### config.mk
export PLATFORM = sky130hd
export DESIGN_NAME = small_matrix_vector_engine
export DESIGN_NICKNAME = d
export VERILOG_FILES = /design/src/hdl/smve_pkg.sv /design/src/hdl/small_matrix_vector_engine.sv /design/src/hdl/smve_ctrl.sv /design/src/hdl/smve_datapath.sv
export SDC_FILE = /design/constraint.sdc
export NUM_CORES = 2
export LEC_CHECK = 0
export BUFFER_PORTS_ARGS = -buffer_cell sky130_fd_sc_hd__buf_2
export CAP_MARGIN = 0
export CORE_UTILIZATION = 40
export CTS_CLUSTER_DIAMETER = 40
export DETAILED_ROUTE_END_ITERATION = 7
export GPL_ROUTABILITY_DRIVEN = 0
export SLEW_MARGIN = 15
export SYNTH_ARGS = -nofsm -noshare
export SYNTH_HDL_FRONTEND = slang
export SYNTH_SLANG_ARGS = --single-unit
### constraint.sdc
create_clock -name clk -period 35.1 [get_ports clk]
set_input_delay 1.755 -clock clk [delete_from_list [all_inputs] [get_ports clk]]
set_output_delay 1.755 -clock clk [all_outputs]
set_load 0.005 [all_outputs]
### src/hdl/smve_pkg.sv
// ----------------------------------------------------------------------------
// smve_pkg: shared types and constants for the matrix-vector engine
// Request and result payloads, command codes, controller-datapath links.
// ----------------------------------------------------------------------------
package smve_pkg;

  localparam int DATA_W = 32;
  localparam int CMD_W  = 2;
  localparam int ROW_W  = 3;
  localparam int NUM_X  = 5;
  // 64-bit products, up to five summed, plus the rounding offset
  localparam int ACC_W  = 68;

  localparam logic [CMD_W-1:0] CMD_WRITE = 2'd0;
  localparam logic [CMD_W-1:0] CMD_MULT  = 2'd1;
  localparam logic [CMD_W-1:0] CMD_DIAG  = 2'd2;
  localparam logic [CMD_W-1:0] CMD_TRACE = 2'd3;

  localparam logic signed [DATA_W-1:0] SAT_MAX = 32'sh7FFF_FFFF;
  localparam logic signed [DATA_W-1:0] SAT_MIN = 32'sh8000_0000;

  typedef struct packed {
    logic [CMD_W-1:0]         command;
    logic [ROW_W-1:0]         row;
    logic [ROW_W-1:0]         col;
    logic signed [DATA_W-1:0] value;
    logic signed [DATA_W-1:0] x0;
    logic signed [DATA_W-1:0] x1;
    logic signed [DATA_W-1:0] x2;
    logic signed [DATA_W-1:0] x3;
    logic signed [DATA_W-1:0] x4;
  } req_item_t;

  typedef struct packed {
    logic signed [DATA_W-1:0] y0;
    logic signed [DATA_W-1:0] y1;
    logic signed [DATA_W-1:0] y2;
    logic signed [DATA_W-1:0] y3;
    logic signed [DATA_W-1:0] y4;
    logic                     saturated;
  } rsp_item_t;

  // Controller to datapath
  typedef struct packed {
    logic             wr_en;   // write the request's entry
    logic             start;   // capture operands, clear working results
    logic             issue;   // read one entry and send it down the pipe
    logic             first;   // first term of a sum
    logic             last;    // last term of a sum
    logic             trace;   // pass entry through, no rescale
    logic             scalar;  // multiply by the scalar, not a vector element
    logic [ROW_W-1:0] row;
    logic [ROW_W-1:0] col;
    logic [ROW_W-1:0] dest;    // result element that the sum lands in
    logic             push;    // move working results to the output register
  } ctl_cmd_t;

  // Datapath to controller
  typedef struct packed {
    logic busy;      // terms still in the pipe
    logic out_free;  // output register can take a result this cycle
  } dp_status_t;

  // Tag that travels with each term through the datapath pipe
  typedef struct packed {
    logic             valid;
    logic             first;
    logic             last;
    logic             trace;
    logic [ROW_W-1:0] dest;
  } pipe_tag_t;

endpackage

### src/hdl/small_matrix_vector_engine.sv
// ----------------------------------------------------------------------------
// small_matrix_vector_engine: fixed-size matrix-vector multiply engine
// Holds a DIM x DIM fixed-point matrix; writes entries, multiplies by a
// vector, scales the diagonal and sums the trace.
// ----------------------------------------------------------------------------
// The block keeps a DIM x DIM matrix of signed fixed-point values with
// FRAC_BITS fraction bits (Q16.16 by default), all zero after reset. A write
// request (command 0) stores one entry and returns nothing; the block is
// ready again the next cycle, and a row or column outside the matrix drops
// the write. Multiply (command 1), scaled diagonal (command 2) and trace
// (command 3) each return one result transfer. One matrix entry flows
// through the single multiply-accumulate pipe per cycle while a request
// issues; a multiply reads min(DIM,5)^2 entries, the scaled diagonal
// min(DIM,5) and the trace DIM, and the pipe then drains before the result
// moves to the output register. The block works on one request at a time;
// stall stays high from the acceptance of a compute request until its
// result sits in the output register, and a finished result may wait there
// while the next request is taken. Products are exact, sums keep full
// width, then each element is rounded to nearest (ties up), rescaled and
// clipped to 32 bits, the trace only clipped; saturated reports any
// clipping among y0..y4. Vector elements past x4 count as zero, and
// result elements at or past DIM read as zero.
// ----------------------------------------------------------------------------
module small_matrix_vector_engine #(
  parameter int DIM       = 5,
  parameter int FRAC_BITS = 16
) (
  input  logic                clk,
  input  logic                rst,
  // request channel
  input  logic                req_valid,
  output logic                req_stall,
  input  smve_pkg::req_item_t req,
  // result channel
  output logic                rsp_valid,
  input  logic                rsp_stall,
  output smve_pkg::rsp_item_t rsp
);

  smve_pkg::ctl_cmd_t   cmd;
  smve_pkg::dp_status_t status;

  // Sequencer: decodes the request and walks the entries
  smve_ctrl #(
    .DIM (DIM)
  ) u_ctrl (
    .clk       (clk),
    .rst       (rst),
    .req_valid (req_valid),
    .command   (req.command),
    .req_stall (req_stall),
    .status    (status),
    .cmd       (cmd)
  );

  // Matrix store, multiply-accumulate pipe and output register
  smve_datapath #(
    .DIM       (DIM),
    .FRAC_BITS (FRAC_BITS)
  ) u_datapath (
    .clk       (clk),
    .rst       (rst),
    .req       (req),
    .cmd       (cmd),
    .status    (status),
    .rsp_valid (rsp_valid),
    .rsp_stall (rsp_stall),
    .rsp       (rsp)
  );

endmodule

### src/hdl/smve_ctrl.sv
// ----------------------------------------------------------------------------
// smve_ctrl: command sequencer for the matrix-vector engine
// Accepts requests, walks the matrix entries a command needs, drains the
// datapath pipe and hands the result to the output register.
// ----------------------------------------------------------------------------
module smve_ctrl #(
  parameter int DIM = 5
) (
  input  logic                           clk,
  input  logic                           rst,
  input  logic                           req_valid,
  input  logic [smve_pkg::CMD_W-1:0]     command,
  output logic                           req_stall,
  input  smve_pkg::dp_status_t           status,
  output smve_pkg::ctl_cmd_t             cmd
);

  localparam int IDX_W = $clog2(DIM);
  localparam int NR    = (DIM < smve_pkg::NUM_X) ? DIM : smve_pkg::NUM_X;

  localparam logic [1:0] S_IDLE  = 2'd0;
  localparam logic [1:0] S_ISSUE = 2'd1;
  localparam logic [1:0] S_DRAIN = 2'd2;
  localparam logic [1:0] S_PUSH  = 2'd3;

  logic [1:0]                 state;
  logic [smve_pkg::CMD_W-1:0] op;
  logic [IDX_W-1:0]           i_cnt;
  logic [IDX_W-1:0]           j_cnt;

  logic accept;
  logic last_i;
  logic last_j;
  logic last_diag;
  logic issue_done;

  assign req_stall = (state != S_IDLE);
  assign accept    = req_valid && (state == S_IDLE);
  assign last_i    = (i_cnt == IDX_W'(NR - 1));
  assign last_j    = (j_cnt == IDX_W'(NR - 1));
  assign last_diag = (i_cnt == IDX_W'(DIM - 1));

  always_comb begin
    unique case (op)
      smve_pkg::CMD_MULT:  issue_done = last_i && last_j;
      smve_pkg::CMD_DIAG:  issue_done = last_i;
      smve_pkg::CMD_TRACE: issue_done = last_diag;
      default:             issue_done = 1'b1;
    endcase
  end

  always_comb begin
    cmd        = '0;
    cmd.wr_en  = accept && (command == smve_pkg::CMD_WRITE);
    cmd.start  = accept && (command != smve_pkg::CMD_WRITE);
    cmd.issue  = (state == S_ISSUE);
    cmd.trace  = (op == smve_pkg::CMD_TRACE);
    cmd.scalar = (op == smve_pkg::CMD_DIAG);
    cmd.row    = smve_pkg::ROW_W'(i_cnt);
    cmd.push   = (state == S_PUSH) && status.out_free;
    unique case (op)
      smve_pkg::CMD_MULT: begin
        cmd.col   = smve_pkg::ROW_W'(j_cnt);
        cmd.first = (j_cnt == '0);
        cmd.last  = last_j;
        cmd.dest  = smve_pkg::ROW_W'(i_cnt);
      end
      smve_pkg::CMD_TRACE: begin
        cmd.col   = smve_pkg::ROW_W'(i_cnt);
        cmd.first = (i_cnt == '0);
        cmd.last  = last_diag;
        cmd.dest  = '0;
      end
      default: begin
        cmd.col   = smve_pkg::ROW_W'(i_cnt);
        cmd.first = 1'b1;
        cmd.last  = 1'b1;
        cmd.dest  = smve_pkg::ROW_W'(i_cnt);
      end
    endcase
  end

  always_ff @(posedge clk) begin
    if (rst) begin
      state <= S_IDLE;
      op    <= smve_pkg::CMD_WRITE;
      i_cnt <= '0;
      j_cnt <= '0;
    end else begin
      unique case (state)
        S_IDLE: begin
          i_cnt <= '0;
          j_cnt <= '0;
          if (accept && (command != smve_pkg::CMD_WRITE)) begin
            op    <= command;
            state <= S_ISSUE;
          end
        end
        S_ISSUE: begin
          // advance column first for the product, row only otherwise
          if (op == smve_pkg::CMD_MULT) begin
            if (last_j) begin
              j_cnt <= '0;
              i_cnt <= i_cnt + 1'b1;
            end else begin
              j_cnt <= j_cnt + 1'b1;
            end
          end else begin
            i_cnt <= i_cnt + 1'b1;
          end
          if (issue_done) begin
            state <= S_DRAIN;
          end
        end
        S_DRAIN: begin
          if (!status.busy) begin
            state <= S_PUSH;
          end
        end
        S_PUSH: begin
          if (status.out_free) begin
            state <= S_IDLE;
          end
        end
        default: state <= S_IDLE;
      endcase
    end
  end

endmodule

### src/hdl/smve_datapath.sv
// ----------------------------------------------------------------------------
// smve_datapath: matrix store, multiply-accumulate pipe and result registers
// One entry read per issue; read, multiply, accumulate, then round and clip.
// ----------------------------------------------------------------------------
module smve_datapath #(
  parameter int DIM       = 5,
  parameter int FRAC_BITS = 16
) (
  input  logic                  clk,
  input  logic                  rst,
  input  smve_pkg::req_item_t   req,
  input  smve_pkg::ctl_cmd_t    cmd,
  output smve_pkg::dp_status_t  status,
  output logic                  rsp_valid,
  input  logic                  rsp_stall,
  output smve_pkg::rsp_item_t   rsp
);

  localparam int DATA_W = smve_pkg::DATA_W;
  localparam int ACC_W  = smve_pkg::ACC_W;
  localparam int NUM_X  = smve_pkg::NUM_X;
  localparam int ROW_W  = smve_pkg::ROW_W;
  localparam int IDX_W  = $clog2(DIM);
  localparam int DEPTH  = DIM * DIM;
  localparam int ADDR_W = $clog2(DEPTH);
  localparam logic [ROW_W:0] DIM_L = (ROW_W + 1)'(DIM);
  // half an output LSB, zero when there are no fraction bits
  localparam logic signed [ACC_W-1:0] ROUND = (ACC_W'(1) << FRAC_BITS) >> 1;

  // Matrix store
  logic signed [DATA_W-1:0] mem [DEPTH];
  logic [DEPTH-1:0]         written;
  logic [ADDR_W-1:0]        wr_addr;
  logic [ADDR_W-1:0]        rd_addr;
  logic                     wr_hit;

  // Captured operands
  logic signed [DATA_W-1:0] x_reg [NUM_X];
  logic signed [DATA_W-1:0] scalar_reg;

  // Pipe
  smve_pkg::pipe_tag_t        tag1, tag2, tag3;
  logic signed [DATA_W-1:0]   rd_data;
  logic                       rd_hit;
  logic signed [DATA_W-1:0]   op1;
  logic signed [DATA_W-1:0]   m1;
  logic signed [2*DATA_W-1:0] prod;
  logic signed [ACC_W-1:0]    acc;
  logic signed [ACC_W-1:0]    acc_base;
  logic signed [ACC_W-1:0]    scaled;
  logic                       fits;
  logic signed [DATA_W-1:0]   clipped;

  // Working results
  logic signed [DATA_W-1:0] y_work [NUM_X];
  logic                     sat_work;
  logic                     out_free;

  assign wr_hit  = ({1'b0, req.row} < DIM_L) && ({1'b0, req.col} < DIM_L);
  assign wr_addr = ADDR_W'(req.row[IDX_W-1:0]) * ADDR_W'(DIM)
                 + ADDR_W'(req.col[IDX_W-1:0]);
  assign rd_addr = ADDR_W'(cmd.row[IDX_W-1:0]) * ADDR_W'(DIM)
                 + ADDR_W'(cmd.col[IDX_W-1:0]);

  always_ff @(posedge clk) begin
    if (cmd.wr_en && wr_hit) begin
      mem[wr_addr] <= req.value;
    end
    if (cmd.issue) begin
      rd_data <= mem[rd_addr];
      rd_hit  <= written[rd_addr];
    end
  end

  // Entries never written read as zero
  always_ff @(posedge clk) begin
    if (rst) begin
      written <= '0;
    end else if (cmd.wr_en && wr_hit) begin
      written[wr_addr] <= 1'b1;
    end
  end

  always_ff @(posedge clk) begin
    if (cmd.start) begin
      x_reg[0]   <= req.x0;
      x_reg[1]   <= req.x1;
      x_reg[2]   <= req.x2;
      x_reg[3]   <= req.x3;
      x_reg[4]   <= req.x4;
      scalar_reg <= req.value;
    end
  end

  // Stage 1: entry read, operand select
  always_ff @(posedge clk) begin
    if (rst) begin
      tag1 <= '0;
    end else begin
      tag1.valid <= cmd.issue;
      tag1.first <= cmd.first;
      tag1.last  <= cmd.last;
      tag1.trace <= cmd.trace;
      tag1.dest  <= cmd.dest;
    end
  end

  always_ff @(posedge clk) begin
    if (cmd.issue) begin
      if (cmd.scalar) begin
        op1 <= scalar_reg;
      end else if (cmd.col < ROW_W'(NUM_X)) begin
        op1 <= x_reg[cmd.col];
      end else begin
        op1 <= '0;
      end
    end
  end

  assign m1 = rd_hit ? rd_data : '0;

  // Stage 2: product, or the entry itself for the trace
  always_ff @(posedge clk) begin
    if (rst) begin
      tag2 <= '0;
    end else begin
      tag2 <= tag1;
    end
  end

  always_ff @(posedge clk) begin
    if (tag1.valid) begin
      if (tag1.trace) begin
        prod <= {{DATA_W{m1[DATA_W-1]}}, m1};
      end else begin
        prod <= m1 * op1;
      end
    end
  end

  // Stage 3: accumulate; a sum starts at the rounding offset, a trace at zero
  assign acc_base = tag2.first ? (tag2.trace ? '0 : ROUND) : acc;

  always_ff @(posedge clk) begin
    if (rst) begin
      tag3 <= '0;
    end else begin
      tag3 <= tag2;
    end
  end

  always_ff @(posedge clk) begin
    if (tag2.valid) begin
      acc <= acc_base + ACC_W'(prod);
    end
  end

  // Stage 4: rescale (not the trace), clip and store the finished element
  assign scaled  = tag3.trace ? acc : (acc >>> FRAC_BITS);
  assign fits    = (&scaled[ACC_W-1:DATA_W-1]) || !(|scaled[ACC_W-1:DATA_W-1]);
  assign clipped = fits ? scaled[DATA_W-1:0]
                 : (scaled[ACC_W-1] ? smve_pkg::SAT_MIN : smve_pkg::SAT_MAX);

  always_ff @(posedge clk) begin
    if (cmd.start) begin
      for (int k = 0; k < NUM_X; k++) begin
        y_work[k] <= '0;
      end
      sat_work <= 1'b0;
    end else if (tag3.valid && tag3.last && (tag3.dest < ROW_W'(NUM_X))) begin
      y_work[tag3.dest] <= clipped;
      sat_work          <= sat_work || !fits;
    end
  end

  // Output register
  assign out_free = !rsp_valid || !rsp_stall;

  always_ff @(posedge clk) begin
    if (rst) begin
      rsp_valid <= 1'b0;
    end else if (cmd.push) begin
      rsp_valid <= 1'b1;
    end else if (!rsp_stall) begin
      rsp_valid <= 1'b0;
    end
  end

  always_ff @(posedge clk) begin
    if (cmd.push) begin
      rsp.y0        <= y_work[0];
      rsp.y1        <= y_work[1];
      rsp.y2        <= y_work[2];
      rsp.y3        <= y_work[3];
      rsp.y4        <= y_work[4];
      rsp.saturated <= sat_work;
    end
  end

  assign status.busy     = tag1.valid || tag2.valid || tag3.valid;
  assign status.out_free = out_free;

endmodule

### After elaboration in Yosys (flattened, before gate mapping)

Memories as Yosys holds them, arrays and structs flattened. A register that Yosys moved wholly into a read port is not among the register bits.
Cells that the tools add are included.

| operators by class | value |
|---|---|
| bitwise logic cells | 1 |
| multiplexer cells | 39 |
| equal/unequal tests | 15 |
| $lt $le $gt $ge | 7 |
| add/sub/neg operators | 5 |
| reduce and logical (&&, ||, !) cells | 34 |
| multipliers | 3 |

Operators by type and width:

| cell | number |
|---|---|
| $mux W32 | 6 |
| $add A68 B64 Y68 | 1 |
| $mux W68 | 1 |
| $mux W67 | 1 |
| $mul A32 B32 Y64 | 1 |
| $mux W64 | 1 |
| $reduce_and A37 Y1 | 1 |
| $reduce_or A37 Y1 | 1 |
| $reduce_or A32 Y1 | 1 |
| $or A25 B25 Y25 | 1 |
| $mux W16 | 1 |
| $mux W3 | 5 |
| $lt A3 B3 Y1 const B | 4 |
| $lt A5 B6 Y1 const B | 2 |
| $mux W1 | 12 |
| $pmux W3 S2 | 2 |
| $pmux W6 S2 | 1 |
| $add A5 B3 Y5 | 2 |
| $logic_and A1 B1 Y1 | 10 |
| $mul A3 B3 Y5 const B | 2 |
| $eq A2 B2 Y1 const B | 4 |
| $mux W2 | 4 |
| $ne A2 B2 Y1 const B | 4 |
| $pmux W2 S4 | 1 |
| other kinds (18) | 35 |

| word-level totals | value |
|---|---|
| register bits | 255 |
| input port bits | 204 |
| logic and storage cells | 134 |
| bits in writable memories | 1120 |
| memories | 3 |
| output and inout port bits | 163 |

Memories:

| memory | depth | width | read ports | clocked after Yosys merged registers in | write ports | line | source |
|---|---|---|---|---|---|---|---|
| u_datapath.mem | 25 | 32 | 1 | 1 | 1 | smve_datapath.sv:31 | `logic signed [DATA_W-1:0] mem [DEPTH];` |
| u_datapath.x_reg | 5 | 32 | 1 | 0 | 5 | smve_datapath.sv:38 | `logic signed [DATA_W-1:0] x_reg [NUM_X];` |
| u_datapath.y_work | 5 | 32 | 5 | 5 | 5 | smve_datapath.sv:55 | `logic signed [DATA_W-1:0] y_work [NUM_X];` |

### Longest topological paths before layout

| depth | value |
|---|---|
| depth in word-level cells | 7 |
| mapped depth | 31 |
| mapped depth without buffers | 28 |

### By module

From an unflattened synthesis, not the netlist that was laid out.

| unflattened totals | value |
|---|---|
| cell total of the unflattened synthesis | 7389 |
| area total of the unflattened synthesis | 98376.9 µm² |

By module, submodules not included:

| module | times used | sequential area each (µm²) | area each (µm²) | cells an instance |
|---|---|---|---|---|
| smve_datapath | 1 | 46284.4 | 97636.1 | 7293 |
| smve_ctrl | 1 | 200.2 | 740.7 | 96 |

### Least setup slack after synthesis

Ideal clock, no wire load.

| timing path | value |
|---|---|
| path type | input to register |
| start | input port rsp_stall |
| end | register, netlist name rsp[100] |
| path buffers | 0 |
| setup time | 0.926 ns |
| data required time | 34.174 ns |
| slack | 20.803 ns |
| stages | 1 |
| arrival | 13.371 ns |
| cell sequence | a21boi_0 |

| on the way | value |
|---|---|
| cells in the longest elaborated chain, start to end | 3 |

Ends and longest elaborated chain:

| item | line | source |
|---|---|---|
| start: declaration | small_matrix_vector_engine.sv:36 | `input logic rsp_stall,` |
| $logic_not A1 Y1 | smve_datapath.sv:177 | `assign out_free = !rsp_valid \|\| !rsp_stall;` |
| $logic_or A1 B1 Y1 | smve_datapath.sv:177 |  |
| $logic_and A1 B1 Y1 | smve_ctrl.sv:60 | `cmd.push = (state == S_PUSH) && status.out_free;` |

Every way passes these cells.
A chain may end at the register's enable or synchronous reset.

### Final worst setup path

| timing path | value |
|---|---|
| start | register u_datapath.rd_hit |
| end | register u_datapath.prod[62], data pin |

| on the way | value |
|---|---|
| cells in the longest elaborated chain, start to end | 3 |

Ends and longest elaborated chain:

| item | line | source |
|---|---|---|
| start: declaration | smve_datapath.sv:44 | `logic rd_hit;` |
| start signal: assignment | smve_datapath.sv:71 | `rd_hit <= written[rd_addr];` |
| $mux W32 (*) | smve_datapath.sv:120 | `assign m1 = rd_hit ? rd_data : '0;` |
| $mul A32 B32 Y64 | smve_datapath.sv:136 | `prod <= m1 * op1;` |
| $mux W64 (*) | smve_datapath.sv:133 | `if (tag1.trace) begin` |
| end signal: assignment | smve_datapath.sv:134 | `prod <= {{DATA_W{m1[DATA_W-1]}}, m1};` |
| end signal: assignment | smve_datapath.sv:136 |  |
| end: declaration | smve_datapath.sv:47 | `logic signed [2*DATA_W-1:0] prod;` |

Mark *: on every way between the ends. The rest lies on a longest branch, timed or not.

==> flow_summary.yaml <==
clock_tree:
  cts_buffer_depth: 3
  h-tree-depth: 4
  cts.clk_slew.worst_paths_ps: 60
  cts_tree: "yes"
  cts.sinks: 1567
  clk_latency_ps: 870
  cts-resized-gates: 0
  cts_buffers: 212
  cts-root-buf: "clkbuf_16"
  post_cts_buffers: 0
  ctsHoldBuffers: 0
sta:
  worst_slack_ps: 24220
  timing.hold.ws_ps: 388.6
  hold_viol_final: 0
  fin_skew_ps: 108.1
  slew_headroom_pct: 15.01
  worstMarginPinSlew_ps: 1275
  min_period_ps: 10880
  drv_slew: 0
  setup_violations: 0
  finalSetupTns_ps: 0
  fin_crit_sh_pct: 30.99
  clock.fmax_ghz: 0.09193
  rsz0062_at_grt: "no"
worst_setup_path:
  reg2reg_setup_slack_ps: 24220
  cp_data_arrival_time_ps: 11390
  r2r_start: "u_datapath.rd_hit"
  worst_setup_path_start_kind: "flop"
  timing.rr.end: "u_datapath.prod[62]"
  crit_required_ps: 35610
  setup.worst_path.class: "flop to flop"
  crit_fanout: 181
  crit_top_cell: "fa_1"
  max_stage_delay_ps: 780
  end_kind: "flop"
  cp_slowest_cell: "buf_4"
  rr_worst_depth: 28
place:
  portBuffers: 366
  hpwl_um: 191500
  pre_cts_ws_ps: 24640
detailed_routing:
  drc_errors: 0
  vias: 62380
  drt-initial-drc-count: 6115
  avgViaCountPerCell: 5.522
  wl_per_cell_um: 25.17
  firstDrtPassIters: 6
  wirelength_um: 284300
  detail-route-antenna-nets: 0
synthesis:
  yosysWarnings: 0
  synth-seq-cells: 1567
  synth-edff-count: 1510
  async_flop_share_pct: 0
  synth.avg_cell_area_um2: 12.96
  synth_fp_nets: 9166
  syn_area_um2: 98530
  yosysSeqAreaShare_pct: 47.18
  synthFlopType: "edfxtp_1"
  synth_cell_types: 80
  synthCells: 7602
floorplanning:
  fp-row-count: 181
  core_area_um2: 244100
  die_w_um: 498.3
  pin_count: 367
  initial_core_util_pct: 40.36
  dieArea_um2: 248300
  die_h_um: 498.3
global_route:
  grt_pass1_vias: 65120
  grt_overflow_total: 0
  grtUsageMet1_pct: 31.06
  track_usage_pct: 22.91
  use_met2_pct: 35.83
  busiest_layer: "met2"
  grt_pass1_wl_um: 422500
  antenna_found_initial: 27
  gr-usage-met3_pct: 6.012
  grt_max_degree: 182
hold_path:
  min-delay-start: "u_datapath.y_work[0][22]"
  hold_end: "rsp[151]"
  hold_path.class: "flop to flop"
  worst_hold_path.num_cells: 0
run_status:
  status: "completed"
finish:
  largest_reg_flops: 800
  layout.nets: 9462
  area_growth_pct: 13.42
  largest-register: "u_datapath.mem"
  drive_gt1_share_pct: 15.04
run:
  cap_viol_max_count: 0
==> final cells by class <==
type,instances,area [µm²]
sequential,1567,46490
fill,21560,132400
inverter,981,3690
tap,3202,4006
multi-input combinational,4608,46990
antenna,7,17.52
clock inverter,163,2007
timing repair buffer,528,3073
clock buffer,239,5480
==> synth_stat cells (5+ instances only) <==
| cell | n | area, µm² |
|---|---|---|
| nor2_1 | 351 | 1318 |
| or2_2 | 5 | 31.28 |
| nor4_1 | 10 | 62.56 |
| a21oi_1 | 229 | 1146 |
| xor2_1 | 47 | 411.6 |
| and2_1 | 39 | 244.0 |
| xnor2_1 | 93 | 814.5 |
| o211ai_1 | 12 | 90.09 |
| mux2_2 | 40 | 450.4 |
| clkbuf_1 | 413 | 1550 |
| inv_1 | 980 | 3679 |
| o21a_1 | 21 | 157.7 |
| and3_1 | 556 | 3478 |
| o21ai_0 | 220 | 1101 |
| a311oi_1 | 34 | 297.8 |
| mux4_2 | 228 | 5135 |
| a211oi_1 | 12 | 90.09 |
| a221oi_1 | 5 | 43.79 |
| nand4_1 | 31 | 193.9 |
| nor3_1 | 33 | 165.2 |
| nor2b_1 | 114 | 713.2 |
| nand3_1 | 49 | 245.2 |
| and4_1 | 5 | 43.79 |
| buf_1 | 28 | 105.1 |
| dfxtp_1 | 57 | 1141 |
| or3_1 | 8 | 50.05 |
| nand3b_1 | 7 | 52.55 |
| ha_1 | 275 | 3441 |
| a21o_1 | 89 | 668.1 |
| o31ai_1 | 7 | 52.55 |
| mux2i_1 | 21 | 210.2 |
| a31oi_1 | 21 | 131.4 |
| a21boi_0 | 6 | 45.04 |
| nand2_1 | 847 | 3179 |
| fa_1 | 1085 | 21720 |
| o21bai_1 | 22 | 165.2 |
| nand2b_1 | 18 | 112.6 |
| edfxtp_1 | 1510 | 45340 |
==> metal layers <==
metal	wire [µm]	vias up
li1	-	26550
met1	116100	32040
met2	130100	3190
met3	28440	572
met4	9563	22
met5	154	-
==> placed cells by master (no fill, tap or decap), types with 14 or more instances in the layout <==
master / count
edfxtp_1: 1510
fa_1: 1084
inv_1: 978
nand2_1: 846
and3_1: 556
buf_2: 366
nor2_1: 326
ha_1: 272
mux4_2: 228
a21oi_1: 226
o21ai_0: 215
clkbuf_16: 215
buf_4: 160
nor2b_1: 113
xnor2_1: 92
a21o_1: 89
dfxtp_1: 53
nand3_1: 48
xor2_1: 46
mux2_2: 40
and2_1: 38
a311oi_1: 34
nor3_1: 33
nand4_1: 31
clkinv_1: 27
nor2_4: 25
inv_6: 25
clkinv_2: 24
bufinv_16: 24
clkbuf_1: 23
clkinvlp_4: 23
o21bai_1: 22
mux2i_1: 21
o21a_1: 21
a31oi_1: 21
nand2b_1: 18
clkinv_4: 14
==> logic make-up (layout without fill, tap and decap cells) <==
family / Yosys count / in the layout / share of synthesized area (%)
muxes: 289 / 289 / 5.882
other: 0 / 7 / 0
and+or+nand+nor: 2095 / 2095 / 10.23
buffers and inverters: 1427 / 1911 / 5.449
xor gates and xnor gates: 140 / 140 / 1.244
adders and majority gates: 1360 / 1360 / 25.54
AOI/OAI and AO/OA: 724 / 724 / 4.483
DFF: 1567 / 1567 / 47.18
==> critical path: cells and delay by family (launching register included) <==
| kind | cells | cell delay (ps) |
|---|---|---|
| fa+ha+maj | 9 | 4300 |
| simple gates | 7 | 1700 |
| compound gates | 4 | 1260 |
| mux | 1 | 90 |
| flops | 1 | 560 |
| buf+inv | 7 | 2270 |
==> stage by stage <==
step           util (%)  instance area, µm²  std cells
6_report          45.78              111800      11300
5_1_grt           45.77              111700      11290
4_1_cts           45.77              111700      11290
3_5_place_dp      42.70              104300      10890
3_3_place_gp      42.70              104300      10890
2_1_floorplan         -               98530       7602
==> worst max-delay path by stage <==
stage                           to  slack [ps]  depth (start not counted)               from
2_1_floorplan             rsp[100]       20800                          1          rsp_stall
3_3_place_gp   u_datapath.prod[52]       24850                         24  u_datapath.rd_hit
3_5_place_dp   u_datapath.prod[52]       24640                         24  u_datapath.rd_hit
4_1_cts        u_datapath.prod[52]       24600                         24  u_datapath.rd_hit
5_1_grt        u_datapath.prod[62]       23870                         28  u_datapath.rd_hit
6_report       u_datapath.prod[62]       24220                         28  u_datapath.rd_hit
Power is left out: the tool's default activity adds up to more than one toggle a clock period on the data nets, which glitch-free logic cannot reach.
